$ cat src/sv/ststab_pkg.sv
package ststab_pkg;

	// operation codes carried by the input item
	localparam logic [1:0] MODE_SET    = 2'd0;
	localparam logic [1:0] MODE_REMOVE = 2'd1;
	localparam logic [1:0] MODE_CLEAR  = 2'd2;
	localparam logic [1:0] MODE_NEXT   = 2'd3;

	// result status codes
	localparam logic [1:0] STAT_DONE     = 2'd0;
	localparam logic [1:0] STAT_FULL     = 2'd1;
	localparam logic [1:0] STAT_NOTFOUND = 2'd2;

	localparam logic [8:0] LINE_WIDTH_RESET = 9'd80;

	typedef struct packed {
		logic [1:0] mode;
		logic [7:0] column;
	} item_t;

	// packed so that next_column sits in the lowest bits
	typedef struct packed {
		logic [5:0] stop_count;
		logic [1:0] status;
		logic [7:0] next_column;
	} res_t;

endpackage

$ cat src/sv/ststab_ram.sv
module ststab_ram #(
	parameter int WIDTH = 8,
	parameter int DEPTH = 32,
	localparam int AW = (DEPTH > 1) ? $clog2(DEPTH) : 1
) (
	input  logic             clk,
	input  logic             we,
	input  logic [AW-1:0]    waddr,
	input  logic [WIDTH-1:0] wdata,
	input  logic [AW-1:0]    raddr,
	output logic [WIDTH-1:0] rdata
);

	logic [WIDTH-1:0] mem [DEPTH];
	logic [WIDTH-1:0] rdata_q;

	always_ff @(posedge clk) begin
		if (we) begin
			mem[waddr] <= wdata;
		end
		rdata_q <= mem[raddr];
	end

	assign rdata = rdata_q;

endmodule

$ cat src/sv/ststab_ctrl.sv
module ststab_ctrl import ststab_pkg::*; #(
	parameter int TABLE_DEPTH = 32,
	localparam int AW = $clog2(TABLE_DEPTH),
	localparam int CW = $clog2(TABLE_DEPTH + 1)
) (
	input  logic          clk,
	input  logic          arst_n,
	input  logic          in_valid,
	output logic          in_ready,
	input  item_t         in_item,
	input  logic [8:0]    line_width,
	input  logic          out_free,
	output logic          res_valid,
	output res_t          res,
	output logic          ram_we,
	output logic [AW-1:0] ram_waddr,
	output logic [7:0]    ram_wdata,
	output logic [AW-1:0] ram_raddr,
	input  logic [7:0]    ram_rdata
);

	localparam logic [2:0] ST_IDLE   = 3'd0;
	localparam logic [2:0] ST_SEARCH = 3'd1;
	localparam logic [2:0] ST_DECIDE = 3'd2;
	localparam logic [2:0] ST_SHUP   = 3'd3;
	localparam logic [2:0] ST_INS    = 3'd4;
	localparam logic [2:0] ST_SHDN   = 3'd5;
	localparam logic [2:0] ST_FIN    = 3'd6;

	logic [2:0]    state_q;
	item_t         item_q;
	logic [CW-1:0] idx_q;
	logic [CW-1:0] cnt_q;
	logic [7:0]    val_q;
	logic [AW-1:0] ptr_q;
	logic [7:0]    next_q;
	logic [1:0]    status_q;

	logic          found;
	logic          match;
	logic [7:0]    miss_col;

	assign found = idx_q < cnt_q;
	assign match = found && (val_q == item_q.column);

	// no stop at or after the cursor: line width minus one, saturated
	always_comb begin
		if (line_width == 9'd0) begin
			miss_col = 8'd0;
		end else if (line_width > 9'd256) begin
			miss_col = 8'hff;
		end else begin
			miss_col = 8'(line_width - 9'd1);
		end
	end

	always_comb begin
		ram_we    = 1'b0;
		ram_waddr = ptr_q;
		ram_wdata = ram_rdata;
		ram_raddr = '0;
		case (state_q)
			ST_SEARCH: ram_raddr = AW'(idx_q + CW'(1));
			ST_DECIDE: begin
				if (item_q.mode == MODE_SET) begin
					ram_raddr = AW'(cnt_q - CW'(1));
				end else begin
					ram_raddr = AW'(idx_q + CW'(1));
				end
			end
			ST_SHUP: begin
				ram_we    = 1'b1;
				ram_raddr = ptr_q - AW'(2);
			end
			ST_INS: begin
				ram_we    = 1'b1;
				ram_waddr = AW'(idx_q);
				ram_wdata = item_q.column;
			end
			ST_SHDN: begin
				ram_we    = 1'b1;
				ram_raddr = ptr_q + AW'(2);
			end
			default: ram_raddr = '0;
		endcase
	end

	always_ff @(posedge clk or negedge arst_n) begin
		if (!arst_n) begin
			state_q <= ST_IDLE;
			cnt_q   <= '0;
		end else begin
			case (state_q)
				ST_IDLE: begin
					if (in_valid) begin
						item_q   <= in_item;
						idx_q    <= '0;
						next_q   <= 8'd0;
						status_q <= STAT_DONE;
						if (in_item.mode == MODE_CLEAR) begin
							cnt_q   <= '0;
							state_q <= ST_FIN;
						end else if (cnt_q == '0) begin
							state_q <= ST_DECIDE;
						end else begin
							state_q <= ST_SEARCH;
						end
					end
				end
				ST_SEARCH: begin
					if (ram_rdata >= item_q.column) begin
						val_q   <= ram_rdata;
						state_q <= ST_DECIDE;
					end else begin
						idx_q <= idx_q + CW'(1);
						if (idx_q + CW'(1) == cnt_q) begin
							state_q <= ST_DECIDE;
						end
					end
				end
				ST_DECIDE: begin
					case (item_q.mode)
						MODE_SET: begin
							if (match) begin
								state_q <= ST_FIN;
							end else if (cnt_q >= CW'(TABLE_DEPTH)) begin
								status_q <= STAT_FULL;
								state_q  <= ST_FIN;
							end else if (idx_q == cnt_q) begin
								state_q <= ST_INS;
							end else begin
								ptr_q   <= AW'(cnt_q);
								state_q <= ST_SHUP;
							end
						end
						MODE_REMOVE: begin
							if (!match) begin
								status_q <= STAT_NOTFOUND;
								state_q  <= ST_FIN;
							end else if (idx_q + CW'(1) == cnt_q) begin
								cnt_q   <= cnt_q - CW'(1);
								state_q <= ST_FIN;
							end else begin
								ptr_q   <= AW'(idx_q);
								state_q <= ST_SHDN;
							end
						end
						default: begin
							next_q  <= found ? val_q : miss_col;
							state_q <= ST_FIN;
						end
					endcase
				end
				ST_SHUP: begin
					if (CW'(ptr_q) == idx_q + CW'(1)) begin
						state_q <= ST_INS;
					end else begin
						ptr_q <= ptr_q - AW'(1);
					end
				end
				ST_INS: begin
					cnt_q   <= cnt_q + CW'(1);
					state_q <= ST_FIN;
				end
				ST_SHDN: begin
					if (CW'(ptr_q) + CW'(2) == cnt_q) begin
						cnt_q   <= cnt_q - CW'(1);
						state_q <= ST_FIN;
					end else begin
						ptr_q <= ptr_q + AW'(1);
					end
				end
				ST_FIN: begin
					if (out_free) begin
						state_q <= ST_IDLE;
					end
				end
				default: state_q <= ST_IDLE;
			endcase
		end
	end

	assign in_ready        = (state_q == ST_IDLE);
	assign res_valid       = (state_q == ST_FIN);
	assign res.next_column = next_q;
	assign res.status      = status_q;
	assign res.stop_count  = 6'(cnt_q);

endmodule

$ cat src/sv/sorted_tab_stop_table_unit.sv
// Sorted tab stop table. Holds up to TABLE_DEPTH distinct tab stop columns in ascending
// order in a single-port-write, registered-read RAM, plus a held-stop count. Each input
// item (mode on s_tuser, column on s_tdata) gives exactly one result item: set inserts a
// stop in order (a stop already present is left alone, a full table refuses with status 1),
// remove deletes a stop and closes the gap (status 2 if absent), clear empties the table,
// and next returns the first stop at or after the column, or line_width - 1 (saturated to
// 255, 0 for width 0) when none follows. The RAM port sets the rate: a search reads one
// entry per cycle and stops at the first entry not below the column, and an insert or
// delete then moves one entry per cycle. A result that finds the output register full waits
// in the controller until it drains. The table needs no clearing pass after reset. A
// finished result waits in the output register while the next item is taken. line_width
// is written through cfg_we / cfg_wdata; the user must write it only while idle, as the
// block itself does not enforce this.
module sorted_tab_stop_table_unit import ststab_pkg::*; #(
	parameter int TABLE_DEPTH = 32
) (
	input  logic        clk,
	input  logic        arst_n,
	// configuration: line_width
	input  logic        cfg_we,
	input  logic [8:0]  cfg_wdata,
	// input items
	input  logic        s_tvalid,
	output logic        s_tready,
	input  logic [7:0]  s_tdata,   // [7:0] column
	input  logic [1:0]  s_tuser,   // [1:0] mode
	// result items
	output logic        m_tvalid,
	input  logic        m_tready,
	output logic [15:0] m_tdata    // [7:0] next_column, [9:8] status, [15:10] stop_count
);

	localparam int AW = $clog2(TABLE_DEPTH);

	logic [8:0]    line_width_q;
	logic          m_valid_q;
	res_t          m_data_q;

	item_t         item;
	res_t          res;
	logic          res_valid;
	logic          out_free;

	logic          ram_we;
	logic [AW-1:0] ram_waddr;
	logic [7:0]    ram_wdata;
	logic [AW-1:0] ram_raddr;
	logic [7:0]    ram_rdata;

	always_ff @(posedge clk or negedge arst_n) begin
		if (!arst_n) begin
			line_width_q <= LINE_WIDTH_RESET;
		end else if (cfg_we) begin
			line_width_q <= cfg_wdata;
		end
	end

	assign item.mode   = s_tuser;
	assign item.column = s_tdata;

	// output slot can take a new result when empty or being drained this cycle
	assign out_free = !m_valid_q || m_tready;

	ststab_ctrl #(
		.TABLE_DEPTH(TABLE_DEPTH)
	) u_ctrl (
		.clk       (clk),
		.arst_n    (arst_n),
		.in_valid  (s_tvalid),
		.in_ready  (s_tready),
		.in_item   (item),
		.line_width(line_width_q),
		.out_free  (out_free),
		.res_valid (res_valid),
		.res       (res),
		.ram_we    (ram_we),
		.ram_waddr (ram_waddr),
		.ram_wdata (ram_wdata),
		.ram_raddr (ram_raddr),
		.ram_rdata (ram_rdata)
	);

	// stop store: contents undefined until written, only entries below the count are used
	ststab_ram #(
		.WIDTH(8),
		.DEPTH(TABLE_DEPTH)
	) u_store (
		.clk  (clk),
		.we   (ram_we),
		.waddr(ram_waddr),
		.wdata(ram_wdata),
		.raddr(ram_raddr),
		.rdata(ram_rdata)
	);

	// output register
	always_ff @(posedge clk or negedge arst_n) begin
		if (!arst_n) begin
			m_valid_q <= 1'b0;
		end else if (out_free) begin
			m_valid_q <= res_valid;
		end
	end

	always_ff @(posedge clk) begin
		if (out_free && res_valid) begin
			m_data_q <= res;
		end
	end

	assign m_tvalid = m_valid_q;
	assign m_tdata  = m_data_q;

`ifndef NO_ASSERTIONS
	// s_tready drops after each accepted item, so no two items are taken back to back
	a_busy_after_accept: assert property (@(posedge clk) disable iff (!arst_n)
		s_tvalid && s_tready |=> !s_tready)
		else $error("input accepted on back-to-back cycles");

	// a finished result moves into a free output slot
	a_result_moves: assert property (@(posedge clk) disable iff (!arst_n)
		res_valid && out_free |=> m_tvalid && !res_valid)
		else $error("finished result did not reach the output register");

	// held count never exceeds the table depth
	a_count_bound: assert property (@(posedge clk) disable iff (!arst_n)
		res_valid |-> (int'(res.stop_count) <= TABLE_DEPTH))
		else $error("stop count beyond table depth");

	// a refused set only happens with the table full
	a_full_status: assert property (@(posedge clk) disable iff (!arst_n)
		res_valid && (res.status == STAT_FULL) |-> (int'(res.stop_count) == TABLE_DEPTH % 64))
		else $error("full status with free entries");
`endif

endmodule
$ cat config.mk
export PLATFORM = sky130hd
export DESIGN_NAME = sorted_tab_stop_table_unit
export DESIGN_NICKNAME = d
export VERILOG_FILES = /design/src/sv/ststab_pkg.sv /design/src/sv/ststab_ram.sv /design/src/sv/ststab_ctrl.sv /design/src/sv/sorted_tab_stop_table_unit.sv
export SDC_FILE = /design/constraint.sdc
export NUM_CORES = 1
export LEC_CHECK = 0
export BUFFER_PORTS_ARGS = -buffer_cell sky130_fd_sc_hd__buf_2
export CORE_UTILIZATION = 29
export DETAILED_ROUTE_END_ITERATION = 10
export PLACE_DENSITY = 0.45
export SLEW_MARGIN = 0
export SYNTH_ARGS = -nofsm -noshare
export SYNTH_HDL_FRONTEND = slang
export SYNTH_HIERARCHICAL = 1
export SYNTH_SLANG_ARGS = --single-unit
$ cat constraint.sdc
create_clock -name clk -period 4.1 [get_ports clk]
set_input_delay 0.205 -clock clk [delete_from_list [all_inputs] [get_ports clk]]
set_output_delay 0.205 -clock clk [all_outputs]
set_load 0.005 [all_outputs]
== Word-level counts from Yosys, hierarchy flattened ==
Memory sizes are Yosys's and may differ from the RTL's. A register that Yosys moved wholly into a read port is not among the register bits.
Index checks and enable logic that the tools add are counted.

* Add/subtract/negate cells: 9
* Magnitude comparators: 4
* Equal/unequal tests: 34
* Multiplexer cells: 53
* Reduce and logical (&&, ||, !) cells: 22

{| class="wikitable"
|+ Operator list
! operator !! count
|-
| 6-bit 2-to-1 mux || 8
|-
| 8-bit 2-to-1 mux || 6
|-
| 5-bit 2-to-1 mux || 9
|-
| 3-bit 2-to-1 mux || 11
|-
| 6-bit case mux with 4 select lines || 1
|-
| 3-bit case mux with 7 select lines || 1
|-
| 5-bit case mux with 4 select lines || 1
|-
| 6-bit equality test || 3
|-
| 3-bit != test, second input constant || 6
|-
| 8-bit case mux with 2 select lines || 1
|-
| 5-bit case mux with 3 select lines || 1
|-
| 2-bit by 1-bit != test with 1-bit output, second input constant || 7
|-
| 7-bit AND reduction || 2
|-
| 6-bit by 1-bit adder with 6-bit output, second input constant || 2
|-
| 2-bit 2-to-1 mux || 6
|-
| 6-bit case mux with 2 select lines || 1
|-
| 2-bit != test, second input constant || 5
|-
| 5-bit case mux with 2 select lines || 1
|-
| 10-bit AND reduction || 1
|-
| 3-bit equality test, second input constant || 3
|-
| 9-bit > comparator, second input constant || 1
|-
| 9-bit zero test || 1
|-
| 8-bit equality test || 1
|-
| 8-bit >= comparator || 1
|-
| 33 further kinds || 42
|}

* Register bits after elaboration: 74
* Bits in writable memories: 256
* Output and inout bits: 18
* Logic and storage cells: 137
* Memories kept: 1

{| class="wikitable"
|+ Memory list
! memory !! depth !! width !! rd ports !! clocked after Yosys merged registers in !! wr ports !! line !! RTL
|-
| u_store.mem || 32 || 8 || 1 || 1 || 1 || ststab_ram.sv:14 || <nowiki>logic [WIDTH-1:0] mem [DEPTH];</nowiki>
|}

== Depth between registers and ports, before layout ==
* Depth after elaboration: 6
* Mapped depth: 12

== Modules after synthesis ==
Netlist, hierarchy kept.

{| class="wikitable"
|+ By module, submodules not included
! module !! instances !! cells an instance !! area each (µm²)
|-
| ststab_ram || 1 || 417 || 10,053.4
|-
| ststab_ctrl || 1 || 440 || 3,905.0
|-
| sorted_tab_stop_table_unit || 1 || 39 || 898.4
|}

== Worst setup path after synthesis ==
No wires, ideal clock.

* Path kind: register to register
* Start: reg u_ctrl.state_q[2]
* End: reg u_store.rdata_q[0] (netlist: u_store/rdata[0]) (read register of u_store.mem)
* Arrival time: 3.233 ns
* Required time: 3.979 ns
* Path slack: 0.746 ns
* Cell stages (with the launch flop): 12
* Buffers on the path: 3
* Period minus slack after synthesis: 3.354 ns
* Cell sequence: dfrtp_1 > clkbuf_1 > nor2b_1 > nand2_1 > fa_1 > nand2_1 > o221ai_1 > clkbuf_1 > clkbuf_1 > mux4_2 > mux4_2 > mux2_2

* Cells in the longest elaborated chain, start to end: 2
* Elaborated cells between the ends (all ways): 5

{| class="wikitable"
|+ RTL lines
! item !! line !! RTL
|-
| start, declared || ststab_ctrl.sv:30 || <nowiki>logic [2:0] state_q;</nowiki>
|-
| start signal, assigned || ststab_ctrl.sv:90 || <nowiki>state_q <= ST_IDLE;</nowiki>
|-
| start signal, assigned || ststab_ctrl.sv:102 || <nowiki>state_q <= ST_FIN;</nowiki>
|-
| start signal, assigned || ststab_ctrl.sv:104 || <nowiki>state_q <= ST_DECIDE;</nowiki>
|-
| 3-bit equality test, or another cell as far along || ststab_ctrl.sv:62 || <nowiki>case (state_q)</nowiki>
|-
| 5-bit case mux with 4 select lines * || ststab_ctrl.sv:62 ||
|-
| via ram_raddr[2] || sorted_tab_stop_table_unit.sv:47 || <nowiki>logic [AW-1:0] ram_raddr;</nowiki>
|-
| end, declared || ststab_ram.sv:15 || <nowiki>logic [WIDTH-1:0] rdata_q;</nowiki>
|}

The timed path passes the listed nets; every way through them passes the cells marked *.
A chain may end at the register's enable or synchronous reset.

== Final worst setup path ==
* Start: reg u_ctrl.state_q[2]
* End: reg u_store.rdata_q[6] (netlist: u_store/rdata[6]) (read register of u_store.mem)

Same word-level chain as after synthesis.

==> results.ini <==
[hold_path]
hold_path.class = in2reg

[routing]
vias = 8083
route.detailed.wl_per_inst_um = 20.48
drc_errors = 0
via_per_inst = 4.699
drt_wl_total_mm = 35.23
ant_nets = 0
dr.pass1.iters = 5
dr.first_iter.drc_count = 597

[clock_network]
clockRootBuffer = clkbuf_16
cts.sinks = 338
cts_inserted_buffers = 37
clkLatencyLatePin_ns = 0.54
clockBufferDepth = 3
htree_levels = 2
tritoncts = built
postCtsSetupBuffers = 0
clk_pin_slew_ns = 0.06

[layout]
drive_gt1_frac = 0.2710
multi_input_area_um2 = 4627
fill_cells = 4781
layout_common_cells = 311 x edfxtp_1, 80 x mux4_2, 74 x nor2_1
final_common_cell = edfxtp_1
diodes = 0
syn_to_final_growth_pct = 19.51
regArea_um2 = 9977
layout.nets = 1069

[synthesis]
synth-edff-count = 311
synth_fp_nets = 945
ys_types = 67
yosysSeqAreaShare = 0.6716
synthCells = 896
async_reset_ff_frac = 0.05621
ys_warn_count = 6
synthFlopType = edfxtp_1
synth-seq-cells = 338
syn_area_per_cell_um2 = 16.58
syn_area_um2 = 14860

[sta]
worst_pin_slew_ns = 1.191
tns_ns = 0
rsz0062_at_grt = false
fmax_ghz = 0.2681
setup_viol = 0
finalHoldViolCount = 0
min_period_ns = 3.730
skew_ns = 0.01875
report.final.slew_viol_count = 0
hold_slack_ns = 0.1360
min_period_over_period = 0.9098
slew_headroom = 0.2058

[global_routing]
grt_max_degree = 35
grt_pass1_wl_mm = 53.92
antenna_found_initial = 0
track_usage = 0.1373
grt_pass1_vias = 8443
grt-ovfl-total = 0

[worst_setup_path]
worstReg2RegEnd = u_store/rdata[6]$_DFF_P_
critPathArrivalTime_ns = 4.14
cpMostUsedCell = mux4_2
cp_data_required_time_ns = 4.51
crit_family = multiplexers
crit_buf_inv = 1
cp-end-kind = register
path_depth = 8
cp-startpoint = u_ctrl/state_q[2]$_DFFE_PN0P_
cpMaxStageDelayCell = o221ai_4
crit_path_end = u_store/rdata[6]$_DFF_P_
r2r_slack_ns = 0.37
cp-start-kind = register
reg2regPathDepth = 8
crit_fanout = 18
crit_type = reg2reg
cpPeakStageDelay_ns = 0.61
worstPathCellList = nand2b_1, nor2_1, nand2_1, o221ai_4, buf_4, mux4_2, mux4_2, mux2_2
r2r-start = u_ctrl/state_q[2]$_DFFE_PN0P_

[floorplanning]
core-area_um2 = 50380
ios = 42
initial_utilization = 0.2949
die_y_um = 228.3
rows = 82
die_area_um2 = 52140
die_w_um = 228.3

[power_and_ir_drop]
power.density_nw_per_um2 = 708.3
irDropWorstVdd_mv = 0.3626
p_leak_nw = 6.043

[placed_design]
hpwlAfterDp_mm = 23.73
gp_congestion = 0.7933
io_buffers = 41

[job]
max_cap_violations = 0

[status]
status = finished clean

==> how the worst min path moves through the flow <==
stage | start | to | slack (ns) | cells past startpoint
6_report | cfg_we | line_width_q[0]$_DFFE_PN0P_ | 0.14 | 2
5_1_grt | cfg_we | line_width_q[1]$_DFFE_PN0P_ | 0.13 | 2
4_1_cts | cfg_we | line_width_q[0]$_DFFE_PN0P_ | 0.11 | 2
3_5_place_dp | arst_n | u_ctrl/cnt_q[1]$_DFFE_PN0P_ | 0.24 | 1
3_3_place_gp | arst_n | u_ctrl/cnt_q[0]$_DFFE_PN0P_ | 0.25 | 1
2_1_floorplan | arst_n | line_width_q[0]$_DFFE_PN0P_ | -0.09 | 0
==> registers in the layout (all words and copies together) (netlist names), 8 cells and up <==
name	count
u_ctrl/val_q	8
u_ctrl/next_q	8
u_ctrl/item_q	10
line_width_q	9
m_tdata	16
u_store/rdata	8
u_store/mem	256
==> cell usage after synthesis (14+ instances only) <==
master / number / share of area
edfxtp_1: 311 / 0.63
mux4_2: 80 / 0.12
nor2_1: 74 / 0.019
nand2_1: 50 / 0.013
o21ai_0: 32 / 0.011
xnor2_1: 27 / 0.016
inv_1: 24 / 0.0061
ha_1: 23 / 0.019
a21oi_1: 18 / 0.0061
clkbuf_1: 18 / 0.0045
dfrtp_1: 17 / 0.029
mux2i_1: 14 / 0.0094
xor2_1: 14 / 0.0083
==> what timing repair did <==
item | in CTS | in global routing
resized for setup | 0 | 0
hold endpoints to repair | 37 | 0
hold buffers | 21 | 0
==> per-stage QoR <==
| step | cell area (um2) | utilization | std cells | setup slack (ns) | total power (W) |
|---|---|---|---|---|---|
| 3_5_place_dp | 16340 | 0.3243 | 1632 | 0.3706 | 0.009435 |
| 6_report | 17760 | 0.3525 | 1720 | 0.3696 | 0.01258 |
| 4_1_cts | 17760 | 0.3525 | 1720 | 0.3501 | 0.01280 |
| 2_1_floorplan | 14860 | - | 896 | 0.7461 | 0.007854 |
| 5_1_grt | 17760 | 0.3525 | 1720 | 0.1853 | 0.01328 |
| 3_3_place_gp | 16340 | 0.3243 | 1632 | 0.4398 | 0.009412 |
==> power by group <==
part	switching, W	internal (W)	total [W]
Clock	0.00136	0.00195	0.00331
Combinational	0.00243	0.00189	0.00432
Sequential	0.000255	0.00469	0.00495
Total	0.00404	0.00854	0.0126
==> metal layers <==
layer | GRT usage | up-vias | wire length [um]
met5 | 0 | - | 0
met3 | 0.02295 | 48 | 1372
met1 | 0.1897 | 4134 | 16090
met2 | 0.2243 | 154 | 17060
li1 | - | 3747 | -
met4 | 0.03503 | 0 | 699
==> cell families after synthesis <==
group / count (synthesis) / synth area share
fa+ha+maj: 32 / 0.02678
flops: 338 / 0.6716
buf+inv: 72 / 0.02223
compound gates: 93 / 0.03908
xor+xnor: 43 / 0.02720
mux: 111 / 0.1459
simple gates: 207 / 0.06729
==> cell type report <==
type,instances,share of cell area
inverters,27,0.005708
repair buffers,130,0.05637
flip-flops and latches,338,0.5619
multi-input cells,486,0.2606
clock inverters,27,0.01409
clock buffers,40,0.05398
well taps,672,0.04735
No activity file was read; power rests on OpenSTA's default activity.
